[config.mk]
export PLATFORM = sky130hd
export DESIGN_NAME = bsmd_seq
export DESIGN_NICKNAME = d
export VERILOG_FILES = /design/src/rtl/bsmd_pkg.sv /design/src/rtl/bsmd_seq.sv
export SDC_FILE = /design/constraint.sdc
export NUM_CORES = 1
export LEC_CHECK = 0
export BUFFER_PORTS_ARGS = -buffer_cell sky130_fd_sc_hd__buf_2
export CORE_AREA = 2 2 39 41
export CTS_CLUSTER_SIZE = 16
export DETAILED_ROUTE_END_ITERATION = 8
export DIE_AREA = 0 0 41 43
export SLEW_MARGIN = 20
export SYNTH_ARGS = -nofsm -noshare
export SYNTH_HDL_FRONTEND = slang
export SYNTH_SLANG_ARGS = --single-unit
export TNS_END_PERCENT = 10
[constraint.sdc]
create_clock -name clk_i -period 1.3 [get_ports clk_i]
set_input_delay 0.065 -clock clk_i [delete_from_list [all_inputs] [get_ports clk_i]]
set_output_delay 0.065 -clock clk_i [all_outputs]
set_load 0.02 [all_outputs]
[src/rtl/bsmd_pkg.sv]
`default_nettype none
// ----------------------------------------------------------------------------
// bsmd_pkg
// Shared constants, types and the control store of the dihedral binary
// shape matcher.
// ----------------------------------------------------------------------------
package bsmd_pkg;

  localparam int unsigned MaxSide    = 128;
  localparam int unsigned StoreDepth = MaxSide * MaxSide;
  localparam int unsigned AddrW      = $clog2(StoreDepth);
  localparam int unsigned CoordW     = $clog2(MaxSide);
  localparam int unsigned SideW      = 8;
  localparam int unsigned PixW       = 8;
  localparam int unsigned CntW       = 15;
  localparam int unsigned CfgIdxW    = 1;
  localparam int unsigned CfgDataW   = 15;

  localparam logic [PixW-1:0] BgCode    = 8'd255;
  localparam logic [PixW-1:0] FgCode    = 8'd0;
  localparam logic [PixW-1:0] BinThresh = 8'd127;

  localparam logic [SideW-1:0] SideMin   = 8'd2;
  localparam logic [SideW-1:0] SideMax   = 8'(MaxSide);
  localparam logic [SideW-1:0] SideReset = 8'd93;
  localparam logic [CntW-1:0]  MinMatchReset = 15'd8347;

  localparam logic [CfgIdxW-1:0] CFG_IMAGE_SIDE  = 1'd0;
  localparam logic [CfgIdxW-1:0] CFG_MIN_MATCHES = 1'd1;

  localparam int unsigned StepW = 3;
  localparam logic [StepW-1:0] STEP_LOAD  = 3'd0;
  localparam logic [StepW-1:0] STEP_INIT  = 3'd1;
  localparam logic [StepW-1:0] STEP_SCAN  = 3'd2;
  localparam logic [StepW-1:0] STEP_DRAIN = 3'd3;
  localparam logic [StepW-1:0] STEP_EMIT  = 3'd4;

  typedef enum logic [2:0] {
    COND_ALWAYS,
    COND_FRAME_END,
    COND_SCAN_END,
    COND_DRAINED,
    COND_OUT_FREE
  } cond_e;

  typedef struct packed {
    logic             accept;
    logic             clr_scan;
    logic             scan_en;
    logic             emit;
    cond_e            cond;
    logic [StepW-1:0] target;
  } ucode_t;

  typedef struct packed {
    logic accept;
    logic clr_scan;
    logic scan_en;
    logic emit;
  } seq_ctrl_t;

  typedef struct packed {
    logic frame_end;
    logic scan_end;
    logic drained;
    logic out_free;
  } seq_status_t;

  typedef struct packed {
    logic             first;
    logic             last;
    logic [AddrW-1:0] ref_addr;
    logic [AddrW-1:0] cand_addr;
  } scan_beat_t;

  // Control store: each step holds until its condition is true, then jumps.
  function automatic ucode_t ucode_rom(input logic [StepW-1:0] step);
    ucode_t w;
    w = '{accept: 1'b0, clr_scan: 1'b0, scan_en: 1'b0, emit: 1'b0,
          cond: COND_ALWAYS, target: STEP_LOAD};
    case (step)
      STEP_LOAD: begin
        w.accept = 1'b1;
        w.cond   = COND_FRAME_END;
        w.target = STEP_INIT;
      end
      STEP_INIT: begin
        w.clr_scan = 1'b1;
        w.cond     = COND_ALWAYS;
        w.target   = STEP_SCAN;
      end
      STEP_SCAN: begin
        w.scan_en = 1'b1;
        w.cond    = COND_SCAN_END;
        w.target  = STEP_DRAIN;
      end
      STEP_DRAIN: begin
        w.cond   = COND_DRAINED;
        w.target = STEP_EMIT;
      end
      STEP_EMIT: begin
        w.emit   = 1'b1;
        w.cond   = COND_OUT_FREE;
        w.target = STEP_LOAD;
      end
      default: begin
        w.cond   = COND_ALWAYS;
        w.target = STEP_LOAD;
      end
    endcase
    return w;
  endfunction

endpackage
`default_nettype wire

[src/rtl/bsmd_seq.sv]
`default_nettype none
// ----------------------------------------------------------------------------
// bsmd_seq
// Step counter and control store; one control word per step, conditional jump.
// ----------------------------------------------------------------------------
module bsmd_seq (
  input  wire                    clk_i,
  input  wire                    rst_ni,
  input  wire bsmd_pkg::seq_status_t status_i,
  output bsmd_pkg::seq_ctrl_t    ctrl_o,
  output logic [bsmd_pkg::StepW-1:0] step_o
);
  import bsmd_pkg::*;

  logic [StepW-1:0] step_q, step_d;
  ucode_t           word;
  logic             cond_true;

  assign word = ucode_rom(step_q);

  always_comb begin
    case (word.cond)
      COND_ALWAYS:    cond_true = 1'b1;
      COND_FRAME_END: cond_true = status_i.frame_end;
      COND_SCAN_END:  cond_true = status_i.scan_end;
      COND_DRAINED:   cond_true = status_i.drained;
      COND_OUT_FREE:  cond_true = status_i.out_free;
      default:        cond_true = 1'b0;
    endcase
  end

  assign step_d = cond_true ? word.target : step_q;

  always_ff @(posedge clk_i or negedge rst_ni) begin
    if (!rst_ni) begin
      step_q <= STEP_LOAD;
    end else begin
      step_q <= step_d;
    end
  end

  assign ctrl_o.accept   = word.accept;
  assign ctrl_o.clr_scan = word.clr_scan;
  assign ctrl_o.scan_en  = word.scan_en;
  assign ctrl_o.emit     = word.emit & cond_true;
  assign step_o          = step_q;

endmodule
`default_nettype wire

## Yosys cells after proc, flatten, opt, wreduce, memory -nomap -nowiden

Index checks and enable logic that the tools add are counted.

- Logic and storage cells: 18
- Memory bits (writable): 0
- Latch bits: 0
- Output and inout bits: 7
- ROM bits: 0
- Input bits: 6
- Memories: 0
- Register bits after elaboration: 3

- Add/subtract/negate cells: 0
- Bitwise operators: 1
- Equality and inequality tests: 8
- Shifts and indexed selects: 0
- Multiply operators: 0
- $lt $le $gt $ge: 0
- Mux-type cells: 6
- Reductions and logical operators: 2
- Div/mod/pow operators: 0

Operator list:

| kind | number |
|---|---|
| $pmux W6 S5 | 1 |
| $eq A3 B2 Y1 const B | 4 |
| $eq A3 B1 Y1 const B | 2 |
| $eq A3 B3 Y1 const B | 2 |
| $logic_not A3 Y1 | 2 |
| $pmux W1 S5 | 1 |
| $mux W1 | 4 |
| $and A1 B1 Y1 | 1 |

## Depth between registers and ports, before layout

Gate-level depths: netlist (run 1).

- Depth in word-level cells: 5
- Gate-level depth with buffers: 4
- Mapped depth without buffers: 3

## Worst setup path before layout (run 1)

Ideal clock, no wire load.

- Path type: flip-flop to output port
- Start point: reg step_q[1] (netlist: step_o[1])
- End point: out ctrl_o[0] (netlist bit)
- Stages on the path, launching flop included: 4
- Path slack: 0.251 ns
- Data required time: 1.235 ns
- Data arrival time: 0.984 ns
- Buffers on the path: 1
- Cells stage by stage: dfrtp_1 > buf_6 > nor2_2 > and3_1

RTL lines:

| item | line | source |
|---|---|---|
| start, declared | bsmd_seq.sv:15 | `logic [StepW-1:0] step_q, step_d;` |
| start signal, assigned | bsmd_seq.sv:38 | `step_q <= step_d;` |
| end, declared | bsmd_seq.sv:10 | `output bsmd_pkg::seq_ctrl_t ctrl_o,` |

==> results of run 1 <==
[cell type report]
type	instances	area (sq um)	area share (%)
clock buffer	4	26.3	8.79
sequential	3	77.6	25.9
timing repair buffer	13	70.1	23.4
multi-input combinational	15	105	35.1
tap	16	20.0	6.69
[what timing repair did]
| action | 4_1_cts | 5_1_grt |
|---|---|---|
| endpoints found under the hold margin | 3 | 0 |
| cloned | 0 | 0 |
| setup buffers | 0 | 0 |
| endpoints found under the setup margin | 1 | 1 |
| hold buffers | 1 | 0 |
| gates resized for setup | 1 | 1 |
[critical path: cells and delay by family, from the launching register on]
kind / cells / cell delay (ns)
DFF: 1 / 0.48
buffers and inverters: 1 / 0.16
and+or+nand+nor: 2 / 0.30
[worst min-delay path by stage]
stage	start	end	slack [ns]
5_1_grt	status_i[0]	step_o[2]	0.04
2_1_floorplan	rst_ni	step_o[0]	-0.23
3_5_place_dp	rst_ni	step_o[0]	-0.14
3_3_place_gp	rst_ni	step_o[0]	-0.14
4_1_cts	status_i[0]	step_o[2]	0.04
6_report	status_i[0]	step_o[2]	0.04
[placed cells by master (no fill, tap or decap)]
cell | synthesis | layout
dlygate4sd3_1 | 0 | 1
nor2b_4 | 1 | 1
dfrtp_2 | 0 | 2
clkbuf_1 | 0 | 1
nor3_1 | 2 | 2
nor3b_1 | 1 | 1
clkbuf_4 | 0 | 3
nand2_1 | 2 | 2
nor2_2 | 1 | 1
a211oi_2 | 2 | 2
and3_1 | 2 | 2
nor2_1 | 1 | 1
dfrtp_1 | 3 | 1
buf_2 | 0 | 12
o22ai_1 | 1 | 1
nand2b_1 | 2 | 2
[power by group through the flow]
stage	clock network, mW	registers [mW]	logic (mW)
4_1_cts	0.168	0.254	0.381
3_5_place_dp	0	0.252	0.377
2_1_floorplan	0	0.250	0.345
6_report	0.159	0.258	0.375
5_1_grt	0.187	0.267	0.413
3_3_place_gp	0	0.246	0.377
[cell usage after synthesis]
master,count,area [sq um]
nor3_1,2,10.0
nand2_1,2,7.51
nor2_1,1,3.75
dfrtp_1,3,75.1
nand2b_1,2,12.5
nor3b_1,1,7.51
and3_1,2,12.5
nor2b_4,1,13.8
buf_6,1,11.3
buf_4,3,22.5
a211oi_2,2,25.0
o22ai_1,1,6.26
nor2_2,1,6.26
[logic make-up (layout without fill, tap and decap cells)]
| kind of cell | after synthesis | in the layout | share of synthesized area [%] |
|---|---|---|---|
| and+or+nand+nor | 12 | 12 | 34.5 |
| buffers and inverters | 4 | 17 | 15.8 |
| AOI/OAI and AO/OA | 3 | 3 | 14.6 |
| DFF | 3 | 3 | 35.1 |
[metrics by stage]
stage                     utilization (%)  instances  worst slack (ns)
after global placement               18.8         46             0.242
after floorplan                         -         22             0.251
after detailed placement             18.8         46             0.242
after global routing                 21.6         51            0.0202
after CTS                            21.5         51            0.0309
final                                21.6         51            0.0795
[layer usage]
metal / vias to the layer above / wire length (microns) / GRT usage, %
met1: 87 / 201 / 6.07
met2: 11 / 235 / 8.13
met3: 0 / 38 / 5.24
met4: 0 / 0 / 8.00
met5: - / 0 / 0
li1: 100 / - / -
==> results.json, run 1 <==
{
  "nets": 42,
  "syn-cell-area_sq_um": 214,
  "coreArea_sq_um": 1380,
  "rrSetupSlack_ns": 0.36,
  "first_global_vias": 186,
  "finalCriticalPeriod_ns": 1.22,
  "nFillCells": 161,
  "netSwitchingFraction_pct": 47.4,
  "n_antenna_cell": 0,
  "reg2regPathDepth": 3,
  "largest_reg_flops": 3,
  "drive_above_1_share_pct": 60.0,
  "cp_max_fo": 10,
  "drc": 0,
  "worst-setup-path-type": "flip-flop to output pin",
  "synthDistinctLibCells": 13,
  "tns_ns": 0,
  "grt_start_max_net_pins": 11,
  "place_congestion": 0.638,
  "insertion_delay_ns": 0.23,
  "overflow": 0,
  "arrival_ns": 1.16,
  "fin_crit_sh_pct": 93.9,
  "areaGrowthSynthToFinish_pct": 39.8,
  "post_synth.cell_area_avg_sq_um": 9.73,
  "die_h_microns": 43,
  "cts.path.max_buffers": 2,
  "path_clk_slew_ns": 0.03,
  "syn-num-nets": 28,
  "end_kind": "output pin",
  "cts_root_buf": "clkbuf_4",
  "status": "finished, final reports clean",
  "synth_seq_area_share_pct": 35.1,
  "p_seq_share_pct": 32.6,
  "worst_r2r_endpoint": "step_o[0]",
  "die_x_microns": 41,
  "yosys_warnings": 0,
  "die-area_sq_um": 1760,
  "crit_slowest_cell": "dfrtp_2",
  "first_pass_iters": 2,
  "switching_power_uw": 376,
  "place_area_sq_um": 260,
  "cts_buffers": 3,
  "core.rowCount": 14,
  "grt_use_total_pct": 6.71,
  "netlist_instances": 22,
  "cp_cell_sequence": "nor2_2 -> and3_1 -> buf_2",
  "combPwrFrac_pct": 47.3,
  "hold_class": "primary input to flip-flop",
  "via_per_inst": 3.88,
  "crit_path_end": "ctrl_o[0]",
  "setup_viol_count_final": 0,
  "critical_path_required_ns": 1.24,
  "rsz0062_at_grt": "false",
  "grt_pass1_wl_microns": 710,
  "cts_htree_levels": 1,
  "power_uw": 793,
  "drt_iter0_markers": 2,
  "fmax_mhz": 819,
  "start_util_pct": 15.5,
  "ir_worst_vdd_uv": 431,
  "internal_power_uw": 417,
  "finClkSkew_ns": 0.00228,
  "slew_viol_final": 0,
  "maxCapViolCount": 0,
  "dpl.hpwl_microns": 344,
  "routed_wl_microns": 475,
  "grt_antenna_before_repair": 0,
  "hold_viol_final": 0,
  "power.leakage_nw": 0.147,
  "wire_per_inst_microns": 9.31,
  "max_stage_delay_ns": 0.48,
  "crit_path_start_kind": "flip-flop",
  "ant_nets": 0,
  "synth-seq-cells": 3,
  "place.port_buffers": 12,
  "crit_path_start": "step_o[1]",
  "clkPwrFrac_pct": 20.1,
  "cts_tree": "built",
  "vias": 198,
  "io_pins": 13,
  "clock_sinks": 3,
  "final_area_sq_um": 299,
  "slew_headroom_pct": 82.4,
  "fin_hold_ws_ns": 0.0439,
  "hold_path_depth": 2,
  "worstMarginPinSlew_ns": 0.264,
  "p_per_area_nw_per_um2": 2650,
  "rr_startpoint": "step_o[1]"
}
(Power assumes the default switching activity.)
==> run 2: changes to the inputs <==
Settings changed: SETUP_SLACK_MARGIN from default to 0.15.
==> run 2 against run 1 <==
  * First-iteration DRC count fell by 100%
  * Largest power group unchanged
  * Highest routed layer unchanged
  * Fmax rose by 5.7%
  * Critical path depth did not move
  * Non-clock buffer count rose by 5
  * Critical path type unchanged
==> results.json, run 2 (synthesized netlist as in run 1, its figures left out) <==
{
  "drive_above_1_share_pct": 70.0,
  "nets": 47,
  "grt_pass1_wl_microns": 883,
  "clock_sinks": 3,
  "critical_path_required_ns": 1.24,
  "ant_nets": 0,
  "rsz0062_at_grt": "true",
  "ir_worst_vdd_uv": 556,
  "cts_root_buf": "clkbuf_4",
  "first_pass_iters": 1,
  "io_pins": 13,
  "die-area_sq_um": 1760,
  "slew_headroom_pct": 87.5,
  "first_global_vias": 219,
  "cp_max_fo": 6,
  "hold_viol_final": 0,
  "grt_start_max_net_pins": 8,
  "layout_common_cells": "buf_2 (10), buf_4 (7), clkbuf_4 (3), dfrtp_2 (3)",
  "start_util_pct": 15.5,
  "nFillCells": 158,
  "fmax_mhz": 866,
  "place_congestion": 0.638,
  "final_common_cell": "buf_2",
  "cts_htree_levels": 1,
  "dpl.hpwl_microns": 344,
  "worstMarginPinSlew_ns": 0.187,
  "worst-setup-path-type": "flip-flop to output pin",
  "tns_ns": 0,
  "wire_per_inst_microns": 9.84,
  "crit_slowest_cell": "dfrtp_2",
  "power.leakage_nw": 0.174,
  "cts_buffers": 3,
  "dp_worst_setup_slack_ns": 0.242,
  "fin_crit_sh_pct": 88.9,
  "setup_viol_count_final": 0,
  "maxCapViolCount": 0,
  "finalCriticalPeriod_ns": 1.16,
  "grt_antenna_before_repair": 0,
  "path_clk_slew_ns": 0.03,
  "coreArea_sq_um": 1380,
  "cts_tree": "built",
  "place.port_buffers": 12,
  "fin_util_pct": 25.5,
  "overflow": 0,
  "finClkSkew_ns": 0.00583,
  "cp_cell_sequence": "nor2_4 -> and3_1 -> buf_4",
  "die_x_microns": 41,
  "insertion_delay_ns": 0.23,
  "n_antenna_cell": 0,
  "status": "finished, final reports clean",
  "grt_use_total_pct": 8.12,
  "core.rowCount": 14,
  "cp_top_family": "flip-flops",
  "die_h_microns": 43,
  "largest_reg_flops": 3,
  "max_stage_delay_ns": 0.45,
  "vias": 217,
  "routed_wl_microns": 551,
  "hold_class": "primary input to flip-flop",
  "drc": 0,
  "arrival_ns": 1.09,
  "areaGrowthSynthToFinish_pct": 64.9,
  "critPathBufInv": 1,
  "drt_iter0_markers": 0,
  "slew_viol_final": 0,
  "end_kind": "output pin",
  "crit_path_start_kind": "flip-flop",
  "p_per_area_nw_per_um2": 2690,
  "worst_slack_ns": 0.145,
  "via_per_inst": 3.88,
  "cts.path.max_buffers": 2
}
[run 2: final cells by class]
| type | count | area, sq um | share of cell area [%] |
|---|---|---|---|
| repair buffers | 18 | 113 | 31.9 |
| clock buffers | 4 | 26.3 | 7.45 |
| flip-flops and latches | 3 | 78.8 | 22.3 |
| well taps | 16 | 20.0 | 5.67 |
| multi-input cells | 15 | 115 | 32.6 |
[run 2: where the power goes]
group / switching, mW / leakage (nW) / internal, mW
Clock: 0.0473 / 0.0150 / 0.115
Sequential: 0.0952 / 0.0332 / 0.146
Combinational: 0.280 / 0.125 / 0.267
Total: 0.422 / 0.174 / 0.528
[run 2: routing by layer]
metal	GRT usage, %	up-vias	routed length [microns]
met5	0	-	0
met3	5.24	0	37
met4	8.00	0	0
li1	-	111	-
met1	7.35	95	207
met2	11.3	11	306
[run 2: path summary, 6_finish.rpt]
kind / from / endpoint / slack [ns] / cells after the start
worst max-delay path: step_o[1] / ctrl_o[0] / 0.14 / 3
worst min-delay path: status_i[0] / step_o[2] / 0.04 / 2
worst max register to register: step_o[1] / step_o[0] / 0.25 / 4
worst min register to register: step_o[2] / step_o[0] / 0.62 / 2
max in group asynchronous: rst_ni / step_o[1] / 1.02 / 2
min in group asynchronous: rst_ni / step_o[0] / 0.16 / 2
[run 2: through the flow]
step           instances  hold WS [ns]  instance area, sq um  power (mW)
2_1_floorplan         22        -0.231                   214       0.594
3_3_place_gp          46        -0.139                   260       0.623
3_5_place_dp          46        -0.139                   260       0.629
4_1_cts               56        0.0314                   353       0.955
5_1_grt               56        0.0316                   353        1.04
6_report              56        0.0423                   353       0.950
[run 2: what timing repair did]
action                                  4_1_cts  5_1_grt
hold endpoints to repair                      3        0
endpoints found under the setup margin        4        4
pin swaps                                     1        0
gates resized for setup                       7        0
hold buffers                                  1        0
setup buffers                                 5        0
