`src/rtl/bsmd_pkg.sv`:
```
`default_nettype none
// ----------------------------------------------------------------------------
// bsmd_pkg
// Shared constants, types and the control store of the dihedral binary
// shape matcher.
// ----------------------------------------------------------------------------
package bsmd_pkg;

  localparam int unsigned MaxSide    = 128;
  localparam int unsigned StoreDepth = MaxSide * MaxSide;
  localparam int unsigned AddrW      = $clog2(StoreDepth);
  localparam int unsigned CoordW     = $clog2(MaxSide);
  localparam int unsigned SideW      = 8;
  localparam int unsigned PixW       = 8;
  localparam int unsigned CntW       = 15;
  localparam int unsigned CfgIdxW    = 1;
  localparam int unsigned CfgDataW   = 15;

  localparam logic [PixW-1:0] BgCode    = 8'd255;
  localparam logic [PixW-1:0] FgCode    = 8'd0;
  localparam logic [PixW-1:0] BinThresh = 8'd127;

  localparam logic [SideW-1:0] SideMin   = 8'd2;
  localparam logic [SideW-1:0] SideMax   = 8'(MaxSide);
  localparam logic [SideW-1:0] SideReset = 8'd93;
  localparam logic [CntW-1:0]  MinMatchReset = 15'd8347;

  localparam logic [CfgIdxW-1:0] CFG_IMAGE_SIDE  = 1'd0;
  localparam logic [CfgIdxW-1:0] CFG_MIN_MATCHES = 1'd1;

  localparam int unsigned StepW = 3;
  localparam logic [StepW-1:0] STEP_LOAD  = 3'd0;
  localparam logic [StepW-1:0] STEP_INIT  = 3'd1;
  localparam logic [StepW-1:0] STEP_SCAN  = 3'd2;
  localparam logic [StepW-1:0] STEP_DRAIN = 3'd3;
  localparam logic [StepW-1:0] STEP_EMIT  = 3'd4;

  typedef enum logic [2:0] {
    COND_ALWAYS,
    COND_FRAME_END,
    COND_SCAN_END,
    COND_DRAINED,
    COND_OUT_FREE
  } cond_e;

  typedef struct packed {
    logic             accept;
    logic             clr_scan;
    logic             scan_en;
    logic             emit;
    cond_e            cond;
    logic [StepW-1:0] target;
  } ucode_t;

  typedef struct packed {
    logic accept;
    logic clr_scan;
    logic scan_en;
    logic emit;
  } seq_ctrl_t;

  typedef struct packed {
    logic frame_end;
    logic scan_end;
    logic drained;
    logic out_free;
  } seq_status_t;

  typedef struct packed {
    logic             first;
    logic             last;
    logic [AddrW-1:0] ref_addr;
    logic [AddrW-1:0] cand_addr;
  } scan_beat_t;

  // Control store: each step holds until its condition is true, then jumps.
  function automatic ucode_t ucode_rom(input logic [StepW-1:0] step);
    ucode_t w;
    w = '{accept: 1'b0, clr_scan: 1'b0, scan_en: 1'b0, emit: 1'b0,
          cond: COND_ALWAYS, target: STEP_LOAD};
    case (step)
      STEP_LOAD: begin
        w.accept = 1'b1;
        w.cond   = COND_FRAME_END;
        w.target = STEP_INIT;
      end
      STEP_INIT: begin
        w.clr_scan = 1'b1;
        w.cond     = COND_ALWAYS;
        w.target   = STEP_SCAN;
      end
      STEP_SCAN: begin
        w.scan_en = 1'b1;
        w.cond    = COND_SCAN_END;
        w.target  = STEP_DRAIN;
      end
      STEP_DRAIN: begin
        w.cond   = COND_DRAINED;
        w.target = STEP_EMIT;
      end
      STEP_EMIT: begin
        w.emit   = 1'b1;
        w.cond   = COND_OUT_FREE;
        w.target = STEP_LOAD;
      end
      default: begin
        w.cond   = COND_ALWAYS;
        w.target = STEP_LOAD;
      end
    endcase
    return w;
  endfunction

endpackage
`default_nettype wire

```
`src/rtl/bsmd_scan.sv`:
```
`default_nettype none
// ----------------------------------------------------------------------------
// bsmd_scan
// Walks orientation, row and column; forms reference and rotated or mirrored
// candidate addresses, one position per cycle while advancing, registered.
// ----------------------------------------------------------------------------
module bsmd_scan (
  input  wire                           clk_i,
  input  wire                           rst_ni,
  input  wire                           clr_i,
  input  wire                           adv_i,
  input  wire [bsmd_pkg::CoordW-1:0]    nm1_i,
  output logic                          done_o,
  output logic                          beat_vld_o,
  output bsmd_pkg::scan_beat_t          beat_o
);
  import bsmd_pkg::*;

  logic [2:0]        t_q;
  logic [CoordW-1:0] r_q, c_q;
  logic [AddrW-1:0]  ra_q;
  logic              row_end, orient_end;
  logic [CoordW-1:0] cm, sr, sc;
  logic [SideW-1:0]  side;
  logic [AddrW-1:0]  idx;
  logic              vld_q;
  scan_beat_t        beat_q;

  assign row_end    = (c_q == nm1_i);
  assign orient_end = row_end && (r_q == nm1_i);
  assign done_o     = adv_i && orient_end && (t_q == 3'd7);

  always_comb begin
    cm = t_q[2] ? (nm1_i - c_q) : c_q;
    case (t_q[1:0])
      2'd0: begin sr = r_q;          sc = cm;          end
      2'd1: begin sr = cm;           sc = nm1_i - r_q; end
      2'd2: begin sr = nm1_i - r_q;  sc = nm1_i - cm;  end
      default: begin sr = nm1_i - cm; sc = r_q;        end
    endcase
  end

  assign side = {1'b0, nm1_i} + 8'd1;
  assign idx  = AddrW'(sr) * AddrW'(side) + AddrW'(sc);

  always_ff @(posedge clk_i or negedge rst_ni) begin
    if (!rst_ni) begin
      t_q   <= '0;
      r_q   <= '0;
      c_q   <= '0;
      ra_q  <= '0;
      vld_q <= 1'b0;
    end else begin
      vld_q <= adv_i;
      if (clr_i) begin
        t_q  <= '0;
        r_q  <= '0;
        c_q  <= '0;
        ra_q <= '0;
      end else if (adv_i) begin
        if (orient_end) begin
          c_q  <= '0;
          r_q  <= '0;
          ra_q <= '0;
          t_q  <= t_q + 3'd1;
        end else if (row_end) begin
          c_q  <= '0;
          r_q  <= r_q + 1'b1;
          ra_q <= ra_q + 1'b1;
        end else begin
          c_q  <= c_q + 1'b1;
          ra_q <= ra_q + 1'b1;
        end
      end
    end
  end

  always_ff @(posedge clk_i) begin
    if (adv_i) begin
      beat_q.first     <= (r_q == '0) && (c_q == '0);
      beat_q.last      <= orient_end;
      beat_q.ref_addr  <= ra_q;
      beat_q.cand_addr <= idx;
    end
  end

  assign beat_vld_o = vld_q;
  assign beat_o     = beat_q;

endmodule
`default_nettype wire

```
`config.mk`:
```
export PLATFORM = sky130hd
export DESIGN_NAME = bsmd_scan
export DESIGN_NICKNAME = d
export VERILOG_FILES = /design/src/rtl/bsmd_pkg.sv /design/src/rtl/bsmd_scan.sv
export SDC_FILE = /design/constraint.sdc
export NUM_CORES = 1
export LEC_CHECK = 0
export BUFFER_PORTS_ARGS = -buffer_cell sky130_fd_sc_hd__buf_2
export CORE_MARGIN = 2
export CORE_UTILIZATION = 33
export CTS_CLUSTER_SIZE = 25
export DETAILED_ROUTE_END_ITERATION = 10
export PLACE_DENSITY = 0.58
export SKIP_LAST_GASP = 1
export SLEW_MARGIN = 10
export SYNTH_ARGS = -nofsm -noshare
export SYNTH_HDL_FRONTEND = slang
export SYNTH_SLANG_ARGS = --single-unit
```
`constraint.sdc`:
```
create_clock -name clk_i -period 12.77 [get_ports clk_i]
set_input_delay 0 -clock clk_i [delete_from_list [all_inputs] [get_ports clk_i]]
set_output_delay 0 -clock clk_i [all_outputs]
set_load 0.02 [all_outputs]
```
After elaboration in Yosys (flattened, before gate mapping)

Cells that the tools add are included.

Output and inout bits: 32
Bits of input ports: 11
Word-level logic and storage cells: 53
Register bits: 62

$mul: 1
Equality and inequality tests: 5
Reductions and logical operators: 12
Multiplexer cells: 17
Add/subtract/negate cells: 9

Operator list:

| operator                                                         | count |
|---|---|
| 7-bit two-way mux                                                | 9 |
| 14-bit two-way mux                                               | 3 |
| 7-bit one-hot mux with 3 select lines                            | 2 |
| 7-bit subtractor                                                 | 3 |
| 14-bit by 1-bit adder with 14-bit output (second input constant) | 1 |
| 14-bit by 7-bit adder with 14-bit output                         | 1 |
| 7-bit by 1-bit adder with 7-bit output (second input constant)   | 2 |
| 7-bit == test                                                    | 2 |
| 7-bit logical NOT                                                | 2 |
| 7-bit by 8-bit multiplier with 14-bit output                     | 1 |
| 3-bit two-way mux                                                | 3 |
| 7-bit by 1-bit adder with 8-bit output (second input constant)   | 1 |
| 1-bit logical AND                                                | 4 |
| 2-bit AND reduction                                              | 2 |
| 2-bit nonzero test                                               | 2 |
| 3-bit by 1-bit adder with 3-bit output (second input constant)   | 1 |
| 3-bit == test (second input constant)                            | 1 |
| 3-bit nonzero test                                               | 1 |
| 2-bit by 1-bit == test with 1-bit output (second input constant) | 1 |
| 2-bit == test (second input constant)                            | 1 |
| 2-bit logical NOT                                                | 1 |

Logic depth before layout (Yosys ltp)

Gate-level depths: netlist of run 1.

Depth in word-level cells: 6
Mapped depth: 30
Gate-level depth less buffers: 29

Least setup slack after synthesis of run 1

No wires, ideal clock.

Path kind: register to register
Start: register c_q[1]
End: register beat_q (netlist bit beat_o[12]) (data pin)
Required time: 12.633 ns
Data arrival time: 6.583 ns
Stages on the path, launching flop included: 26
Buffers on the path: 0
Clock period less this slack: 6.720 ns
Path slack: 6.050 ns
Setup time: 0.137 ns
Cells stage by stage: dfrtp_1 -> inv_1 -> ha_1 -> nor2b_1 -> o21a_1 -> o21ba_1 -> or4_1 -> a31o_1 -> inv_1 -> ha_1 -> a31oi_1 -> o21ai_1 -> xor2_1 -> a22o_2 -> nand2b_1 -> fa_1 -> fa_1 -> inv_1 -> fa_1 -> fa_1 -> ha_1 -> a21boi_0 -> o21ai_0 -> a21oi_1 -> or4_1 -> nand4_1

Longest elaborated chain between the ends: 6
Elaborated cells on any way between the ends: 7
Classes of those cells: add/sub (3); mul (1); mux (3)

RTL lines:

| what                                         | RTL line                         | text |
|---|---|---|
| start: declaration                           | bsmd_scan.sv:20                  | `logic [CoordW-1:0] r_q, c_q;` |
| start signal: assignment                     | bsmd_scan.sv:71                  | `c_q <= c_q + 1'b1;` |
| 7-bit subtractor                             | bsmd_scan.sv:34                  | `cm = t_q[2] ? (nm1_i - c_q) : c_q;` |
| 7-bit two-way mux (*)                        | bsmd_scan.sv:34                  |  |
| 7-bit subtractor                             | bsmd_scan.sv:38, bsmd_scan.sv:39 |  |
| 7-bit one-hot mux with 3 select lines        | bsmd_scan.sv:35                  | `case (t_q[1:0])` |
| 7-bit by 8-bit multiplier with 14-bit output | bsmd_scan.sv:44                  | `assign idx = AddrW'(sr) * AddrW'(side) + AddrW'(sc);` |
| 14-bit by 7-bit adder with 14-bit output (*) | bsmd_scan.sv:44                  |  |
| via idx[12]                                  | bsmd_scan.sv:25                  | `logic [AddrW-1:0] idx;` |
| end: declaration                             | bsmd_scan.sv:27                  | `scan_beat_t beat_q;` |

The timed path passes the listed nets; every way through them passes the cells marked *.
A chain may end at the register's enable or synchronous reset.

Worst setup path in the final report of run 1

Start: register c_q[1]
End: register beat_q (netlist bit beat_o[13]) (data pin)

Same word-level chain as after synthesis.

==> results of run 1 <==
[through the flow]
stage	power, mW	instance area, µm²
2_1_floorplan	0.309	5990
3_5_place_dp	0.343	6410
5_1_grt	0.669	6800
4_1_cts	0.645	6800
6_report	0.638	6800
3_3_place_gp	0.342	6410
[cell usage in the layout, fill, tap and decap left out, drive strengths merged, types with 6 or more instances in the layout]
| master | count |
|---|---|
| nand2 | 44 |
| edfxtp | 30 |
| inv | 87 |
| nand2b | 13 |
| nor3 | 16 |
| dfrtp | 32 |
| o21ai | 26 |
| nand4 | 6 |
| or2 | 6 |
| clkbuf | 10 |
| ha | 61 |
| xnor2 | 31 |
| fa | 38 |
| xor2 | 22 |
| nor2b | 6 |
| buf | 43 |
| nor2 | 82 |
| a21oi | 25 |
| nand3 | 18 |
[power breakdown]
part           switching [mW]  internal, mW  leakage, nW
logic                  0.0730        0.0414         2.17
clock network          0.0954         0.203        0.174
registers             0.00414         0.221        0.751
[worst max-delay path: cells and delay by family (launching register included)]
family,cells,cell delay [ns]
AND/OR/NAND/NOR,3,0.78
multiplexers,1,0.24
buffers and inverters,3,0.22
flip-flops,1,0.46
adder cells (fa/ha/maj),7,2.98
XOR/XNOR,2,0.29
AO/OA/AOI/OAI,10,1.97
[cell type report]
class	count	share of cell area [%]
clock buffers	10	3.68
multi-input cells	481	57.1
flip-flops and latches	62	25.0
repair buffers	45	3.50
clock inverters	6	1.69
inverters	86	4.75
well taps	229	4.21
[path summary, 6_finish.rpt]
kind,startpoint,end,slack (ns),cells after the start
worst min-delay path,nm1_i[0],beat_o[0],0.24,3
worst max register to register,c_q[1],beat_o[13],5.59,26
min in group asynchronous,rst_ni,ra_q[6],0.27,2
max in group asynchronous,rst_ni,c_q[5],12.03,2
worst max-delay path,c_q[1],beat_o[13],5.59,26
worst min register to register,ra_q[13],beat_o[27],0.48,0
[layer usage]
layer | vias to the layer above | GRT usage (%)
met3 | 10 | 2.73
met2 | 110 | 24.2
met5 | - | 0
li1 | 2284 | -
met4 | 0 | 3.83
met1 | 2233 | 21.0
[flip-flops by register name, indices dropped and copies added (netlist names)]
name	count
beat_o	30
ra_q	14
c_q	7
r_q	7
t_q	3
beat_vld_o	1
[kinds of logic after synthesis]
logic type               Yosys count  share of synthesized area, %
adder cells (fa/ha/maj)           99                          25.4
XOR/XNOR                          53                          7.75
AND/OR/NAND/NOR                  217                          18.1
flip-flops                        62                          28.4
buffers and inverters            104                          6.69
AO/OA/AOI/OAI                    104                          12.2
multiplexers                       8                          1.40
==> flow_metrics.tcl, run 1 <==
set metrics [dict create \
    status "complete, no violations" \
    synth-edff-count 30 \
    regArea_um2 1700 \
    ys_ff_latch 62 \
    areaGrowthSynthToFinish_pct 13.6 \
    fill_cells 1797 \
    post_cts_hold_buffer_count 2 \
    multi_input_area_um2 3890 \
    fp.dieH_um 139 \
    synth-seq-area-share_pct 28.4 \
    syn-num-nets 757 \
    synth-async-reset-ratio_pct 51.6 \
    path_max_fanout 7 \
    ant_nets 0 \
    power.density_nw_per_um2 93.9 \
    antenna_found_initial 0 \
    synthTopCellsByCount "86 x inv_1, 82 x nor2_1, 61 x ha_1, 44 x nand2_1, 38 x fa_1" \
    cts_sinks 62 \
    path_class "reg -> reg" \
    cp_slowest_cell "fa_1" \
    hold_path.class "in -> reg" \
    finalSetupViolations 0 \
    grt_overflow 0 \
    wl_mm 13.9 \
    gp_congestion 0.838 \
    wire_per_inst_um 15.1 \
    pre_cts_slack_ns 5.59 \
    yosys.cell_count.top_type "inv_1" \
    htree_levels 3 \
    finalSetupTns_ns 0 \
    grt_pass1_vias 4551 \
    synth.distinct_cells 68 \
    ctsResizeCount 0 \
    critPathLaunchType "flop" \
    required_ns 12.85 \
    initial_core_util_pct 33.4 \
    met2_wirelength_mm 6.36 \
    placed_cells 901 \
    core-area_um2 17900 \
    cp.arrival_ns 7.26 \
    hold_viol 0 \
    synth_cells 647 \
    yosysTopAreaCell "edfxtp_1" \
    drive_gt1_share_pct 11.6 \
    syn_avg_cell_area_um2 9.26 \
    yosys_warnings 0 \
    final_nets 795 \
    wl_met3_um 628 \
    slowest_delay_ns 0.57 \
    setup_ws_ns 5.59 \
    portBuffers 42 \
    fin_cells 919 \
    rows 49 \
    wl_met1_mm 6.76 \
    drc 0 \
    drt-pass1-iter-count 5 \
    relSlewSlack_pct 39.4 \
    tightest_slew_ns 0.908 \
    viasPerCell 5.05 \
    vias 4637 \
    postCtsSetupRepairBufs 0 \
    dieArea_um2 19200 \
    clk_latency_ns 0.33 \
    clock_path_buffers 2 \
    rsz0062_at_grt "false" \
    grt_util_all_layers_pct 15.0 \
    cts.reportedPaths.clkPinSlew_ns 0.06 \
    pin_count 43 \
    grt_pass1_wl_mm 23.4 \
    grt_max_degree 40 \
    ir_worst_vdd_mv 0.0629 \
    p_leak_nw 3.10 \
    timing.hold.ws_ns 0.244 \
    dieWidth_um 139 \
    drt_iter0_drc 255 \
    top_layer_used "met4" \
    final_util_pct 38.0 \
    cts_root_buf "clkbuf_16" \
    cts_buffers 9 \
    period_share_pct 56.2 \
    synth_area_leaders "edfxtp_1 15%, dfrtp_1 13%, ha_1 13%" \
    hpwl_mm 10.8 \
    cpMostUsedCell "fa_1" \
    synth-main-ff-cell "dfrtp_1" \
    cap_violations 0 \
    max_clock_freq_mhz 139 \
    drv_slew 0 \
    min_period_ns 7.18 \
    n_antenna_cell 0 \
    skew_ns 0.00823 \
    syn_area_um2 5990 \
    crit_path_end_kind "flop" \
    synth.top_cell.area_share_pct 15.0 \
    cts_tree "built" \
]
Note: power is estimated with default switching activity, not from simulation.
==> inputs of run 2 (changes only) <==
--- a/config.mk
+++ b/config.mk
@@ -10,7 +10,7 @@
 export CORE_UTILIZATION = 33
 export CTS_CLUSTER_SIZE = 25
 export DETAILED_ROUTE_END_ITERATION = 10
-export PLACE_DENSITY = 0.58
+export PLACE_DENSITY = 0.6
 export SKIP_LAST_GASP = 1
 export SLEW_MARGIN = 10
 export SYNTH_ARGS = -nofsm -noshare
==> constraint.sdc (replaced) <==
create_clock -name clk_i -period 6.3 [get_ports clk_i]
set_input_delay 0 -clock clk_i [delete_from_list [all_inputs] [get_ports clk_i]]
set_output_delay 0 -clock clk_i [all_outputs]
set_load 0.02 [all_outputs]
==> flow_metrics.tcl, run 2 (same netlist as run 1, synthesis figures left out) <==
set metrics [dict create \
    layout_common_cells "82 x inv_1, 79 x nor2_1, 65 x buf_4" \
    relSlewSlack_pct 48.3 \
    p_leak_nw 3.43 \
    final_util_pct 42.0 \
    regArea_um2 1700 \
    r2r_slack_ns 0.08 \
    grt_max_degree 40 \
    hpwl_mm 11.4 \
    antenna_found_initial 0 \
    portBuffers 42 \
    drc 0 \
    pre_cts_slack_ns -0.159 \
    power_frac_comb_pct 22.6 \
    cts_buffers 9 \
    ant_nets 0 \
    dieWidth_um 139 \
    whs_endpoint "beat_vld_o" \
    fill_cells 1772 \
    grt_util_all_layers_pct 15.5 \
    drt_iter0_drc 266 \
    core-area_um2 17900 \
    skew_ns 0.00824 \
    status "complete, no violations" \
    clock_path_buffers 2 \
    ir_worst_vdd_mv 0.115 \
    max_clock_freq_mhz 161 \
    cap_violations 0 \
    cp_slowest_cell "fa_1" \
    setup_ws_ns 0.0769 \
    htree_levels 3 \
    path_max_fanout 3 \
    clk_latency_ns 0.34 \
    wl_mm 14.6 \
    net-switching-power_mw 0.367 \
    required_ns 6.39 \
    hold_viol 0 \
    initial_core_util_pct 33.4 \
    gp_congestion 0.884 \
    r2r_start "c_q[1]" \
    path_class "reg -> reg" \
    finalSetupTns_ns 0 \
    period_share_pct 98.8 \
    grt_overflow 0 \
    fin_cells 985 \
    finalSetupViolations 0 \
    drive_gt1_share_pct 24.1 \
    fin_area_um2 7520 \
    hp-start "adv_i" \
    cp.arrival_ns 6.31 \
    final_common_cell "inv_1" \
    dieArea_um2 19200 \
    worstHoldPathCells 2 \
    r2r_end "beat_o[13]" \
    crit_path_end_kind "flop" \
    final_nets 860 \
    intPower_mw 0.876 \
    grt_pass1_wl_mm 24.1 \
    largest_register_ffs 30 \
    vias 4856 \
    cpMostUsedCell "fa_1" \
    min_period_ns 6.22 \
    cts_root_buf "clkbuf_16" \
    multi_input_area_um2 4170 \
    power.density_nw_per_um2 165 \
    rsz0062_at_grt "true" \
    wire_per_inst_um 14.9 \
    p_seq_share_pct 36.6 \
    fp.dieH_um 139 \
    timing.hold.ws_ns 0.167 \
    cts.reportedPaths.clkPinSlew_ns 0.06 \
    placed_cells 954 \
    drv_slew 0 \
    critPathLaunchType "flop" \
    rows 49 \
    pin_count 43 \
    cts_sinks 62 \
    hold_path.class "in -> reg" \
    grt_pass1_vias 4915 \
    place_area_um2 6890 \
    cts_tree "built" \
    p_sw_share_pct 29.5 \
    reg2reg_depth 29 \
    p_total_mw 1.24 \
    viasPerCell 4.93 \
    tightest_slew_ns 0.775 \
    areaGrowthSynthToFinish_pct 25.5 \
    pwr-share-clk_pct 40.8 \
    slowest_delay_ns 0.55 \
    drt-pass1-iter-count 5 \
]
-- run 2: worst max-delay path, delay by kind of cell (launching register included) --
family	cells	cell delay [ns]
buffers and inverters	6	0.51
DFF	1	0.38
xor gates and xnor gates	2	0.25
AOI/OAI and AO/OA	9	1.37
muxes	1	0.24
adders and majority gates	7	2.63
and+or+nand+nor	4	0.56
-- run 2: what timing repair did --
item,CTS,global route
resized for setup,20,24
hold endpoints to repair,37,0
setup endpoints to repair,3,6
buffers inserted,4,8
pin swaps,31,32
hold buffers,2,0
-- run 2: power groups by stage --
stage	registers, mW	logic [mW]	clock network (mW)
floorplan	0.483	0.149	0
global placement	0.463	0.255	0
detailed placement	0.463	0.260	0
CTS	0.456	0.270	0.525
global route	0.457	0.315	0.540
finish	0.455	0.281	0.507
-- run 2: per-layer routing --
metal / global-route usage (%) / vias up / part of all wire (%)
met1: 20.9 / 2323 / 47
met2: 25.4 / 94 / 47
met4: 4.89 / 0 / 2.1
met3: 3.00 / 25 / 4.4
li1: - / 2414 / -
met5: 0 / - / 0
-- run 2: area by class of cell --
type,count,area share (%)
Antenna cell,1,0.0333
Clock buffer,9,3.00
Clock inverter,7,1.03
Inverter,86,4.29
Multi-Input combinational cell,481,55.5
Sequential cell,62,22.6
Tap cell,229,3.81
Timing Repair Buffer,110,9.70
-- run 2: how the worst max path moves through the flow --
| stage | startpoint | cells past startpoint | to |
|---|---|---|---|
| finish | c_q[1] | 29 | beat_o[13] |
| global route | c_q[1] | 25 | beat_o[13] |
| CTS | c_q[1] | 26 | beat_o[13] |
| detailed placement | c_q[0] | 24 | beat_o[12] |
| global placement | c_q[0] | 24 | beat_o[12] |
| floorplan | c_q[1] | 25 | beat_o[12] |
==> inputs of run 3 (changes only) <==
--- a/config.mk
+++ b/config.mk
@@ -8,6 +8,7 @@
 export BUFFER_PORTS_ARGS = -buffer_cell sky130_fd_sc_hd__buf_2
 export CORE_MARGIN = 2
 export CORE_UTILIZATION = 33
+export CTS_BUF_LIST = sky130_fd_sc_hd__clkbuf_8
 export CTS_CLUSTER_SIZE = 25
 export DETAILED_ROUTE_END_ITERATION = 10
 export PLACE_DENSITY = 0.6
==> flow_metrics.tcl, run 3 (same netlist as run 1, synthesis figures left out) <==
set metrics [dict create \
    largest_register_ffs 30 \
    cp_cell_sequence "buf_4 -> fa_2 -> a21oi_2 -> inv_1 -> ha_1 -> nor2b_1 -> o21a_1 -> o21ai_4 -> a31oi_4 -> nor3b_4 -> nor3_4 -> or3_1 -> fa_1 -> fa_1 -> inv_1 -> fa_1 -> fa_1 -> ha_4 -> nor4_4 -> o2bb2ai_2 -> o21a_1 -> mux2i_1 -> xnor2_1" \
    grt_overflow 0 \
    viasPerCell 4.94 \
    rows 49 \
    max_clock_freq_mhz 161 \
    cts_root_buf "clkbuf_8" \
    drv_slew 0 \
    period_share_pct 98.6 \
    ir_worst_vdd_mv 0.134 \
    final_common_cell "inv_1" \
    drt_iter0_drc 225 \
    cts.reportedPaths.clkPinSlew_ns 0.09 \
    p_leak_nw 3.39 \
    finalSetupViolations 0 \
    wire_per_inst_um 14.9 \
    cts_buffers 9 \
    layout_common_cells "82 x inv_1, 79 x nor2_1, 65 x buf_4" \
    grt_max_degree 40 \
    cp_num_buf_inv 3 \
    fp.dieH_um 139 \
    cap_violations 0 \
    final_nets 860 \
    skew_ns 0.0177 \
    fill_cells 1789 \
    hpwl_mm 11.4 \
    areaGrowthSynthToFinish_pct 23.8 \
    core-area_um2 17900 \
    rsz0062_at_grt "true" \
    slowest_delay_ns 0.51 \
    place_area_um2 6890 \
    gp_congestion 0.884 \
    grt_pass1_wl_mm 24.3 \
    critPathLaunchType "flop" \
    regArea_um2 1700 \
    antenna_found_initial 0 \
    finalSetupTns_ns 0 \
    drc 0 \
    path_max_fanout 5 \
    min_period_ns 6.21 \
    fin_area_um2 7420 \
    clock_path_buffers 2 \
    required_ns 6.43 \
    hold_path.class "in -> reg" \
    drive_gt1_share_pct 24.1 \
    clk_latency_ns 0.38 \
    cp.arrival_ns 6.35 \
    crit_family "adder cells" \
    ant_nets 0 \
    dieArea_um2 19200 \
    initial_core_util_pct 33.4 \
    cts_sinks 62 \
    grt_pass1_vias 4926 \
    path_class "reg -> reg" \
    status "complete, no violations" \
    crit_path_end_kind "flop" \
    dieWidth_um 139 \
    cpMostUsedCell "fa_1" \
    cts_tree "built" \
    pin_count 43 \
    power.density_nw_per_um2 149 \
    drt-pass1-iter-count 4 \
    htree_levels 3 \
    relSlewSlack_pct 49.0 \
    wl_mm 14.7 \
    portBuffers 42 \
    multi_input_area_um2 4170 \
    hold_viol 0 \
    cp_slowest_cell "fa_1" \
    grt_util_all_layers_pct 15.7 \
    vias 4868 \
    timing.hold.ws_ns 0.131 \
    tightest_slew_ns 0.765 \
]
-- run 3: cell types whose count changed in the layout (fill, tap and decap cells not counted) --
cell	change
clkbuf_16	-9
clkbuf_8	+9
-- run 3: final cells by class --
class                      instances  share of cell area, %
sequential                        62                   22.9
tap                              229                   3.86
clock buffer                       9                   1.67
inverter                          86                   4.35
clock inverter                     7                   1.05
timing repair buffer             110                   9.84
antenna                            1                 0.0337
multi-input combinational        481                   56.3
-- run 3: worst paths after layout --
path	start	endpoint	slack, ns	cells past startpoint
max	c_q[1]	beat_o[13]	0.09	23
min	adv_i	beat_vld_o	0.13	2
max reg2reg	c_q[1]	beat_o[13]	0.09	23
min reg2reg	ra_q[13]	beat_o[27]	0.48	0
max in group asynchronous	rst_ni	ra_q[3]	5.57	2
min in group asynchronous	rst_ni	c_q[6]	0.24	2
-- run 3: timing repair --
item / in CTS / in global routing
cloned: 0 / 0
pin swaps: 31 / 32
buffers inserted: 4 / 8
endpoints found under the setup margin: 3 / 6
gates resized for setup: 21 / 23
hold buffers: 2 / 0
endpoints found under the hold margin: 37 / 0
-- run 3: per-layer routing --
layer / track usage (%) / share of wire, %
met5: 0 / 0
met4: 4.94 / 1.7
met3: 3.42 / 4.9
met2: 25.6 / 47
met1: 20.8 / 46
-- run 3: where the power goes --
| group | switching, mW | internal [mW] |
|---|---|---|
| clock | 0.183 | 0.187 |
| combinational | 0.163 | 0.118 |
| sequential | 0.00766 | 0.447 |
| total | 0.354 | 0.752 |
-- run 3: metrics by stage --
step	worst slack [ns]	utilization, %	total power [mW]	instances
floorplan	-0.0413	-	0.632	647
global placement	-0.0189	38.5	0.718	954
detailed placement	-0.159	38.5	0.723	954
CTS	-0.0776	40.4	1.11	976
global route	-0.231	41.4	1.17	984
finish	0.0852	41.4	1.11	985
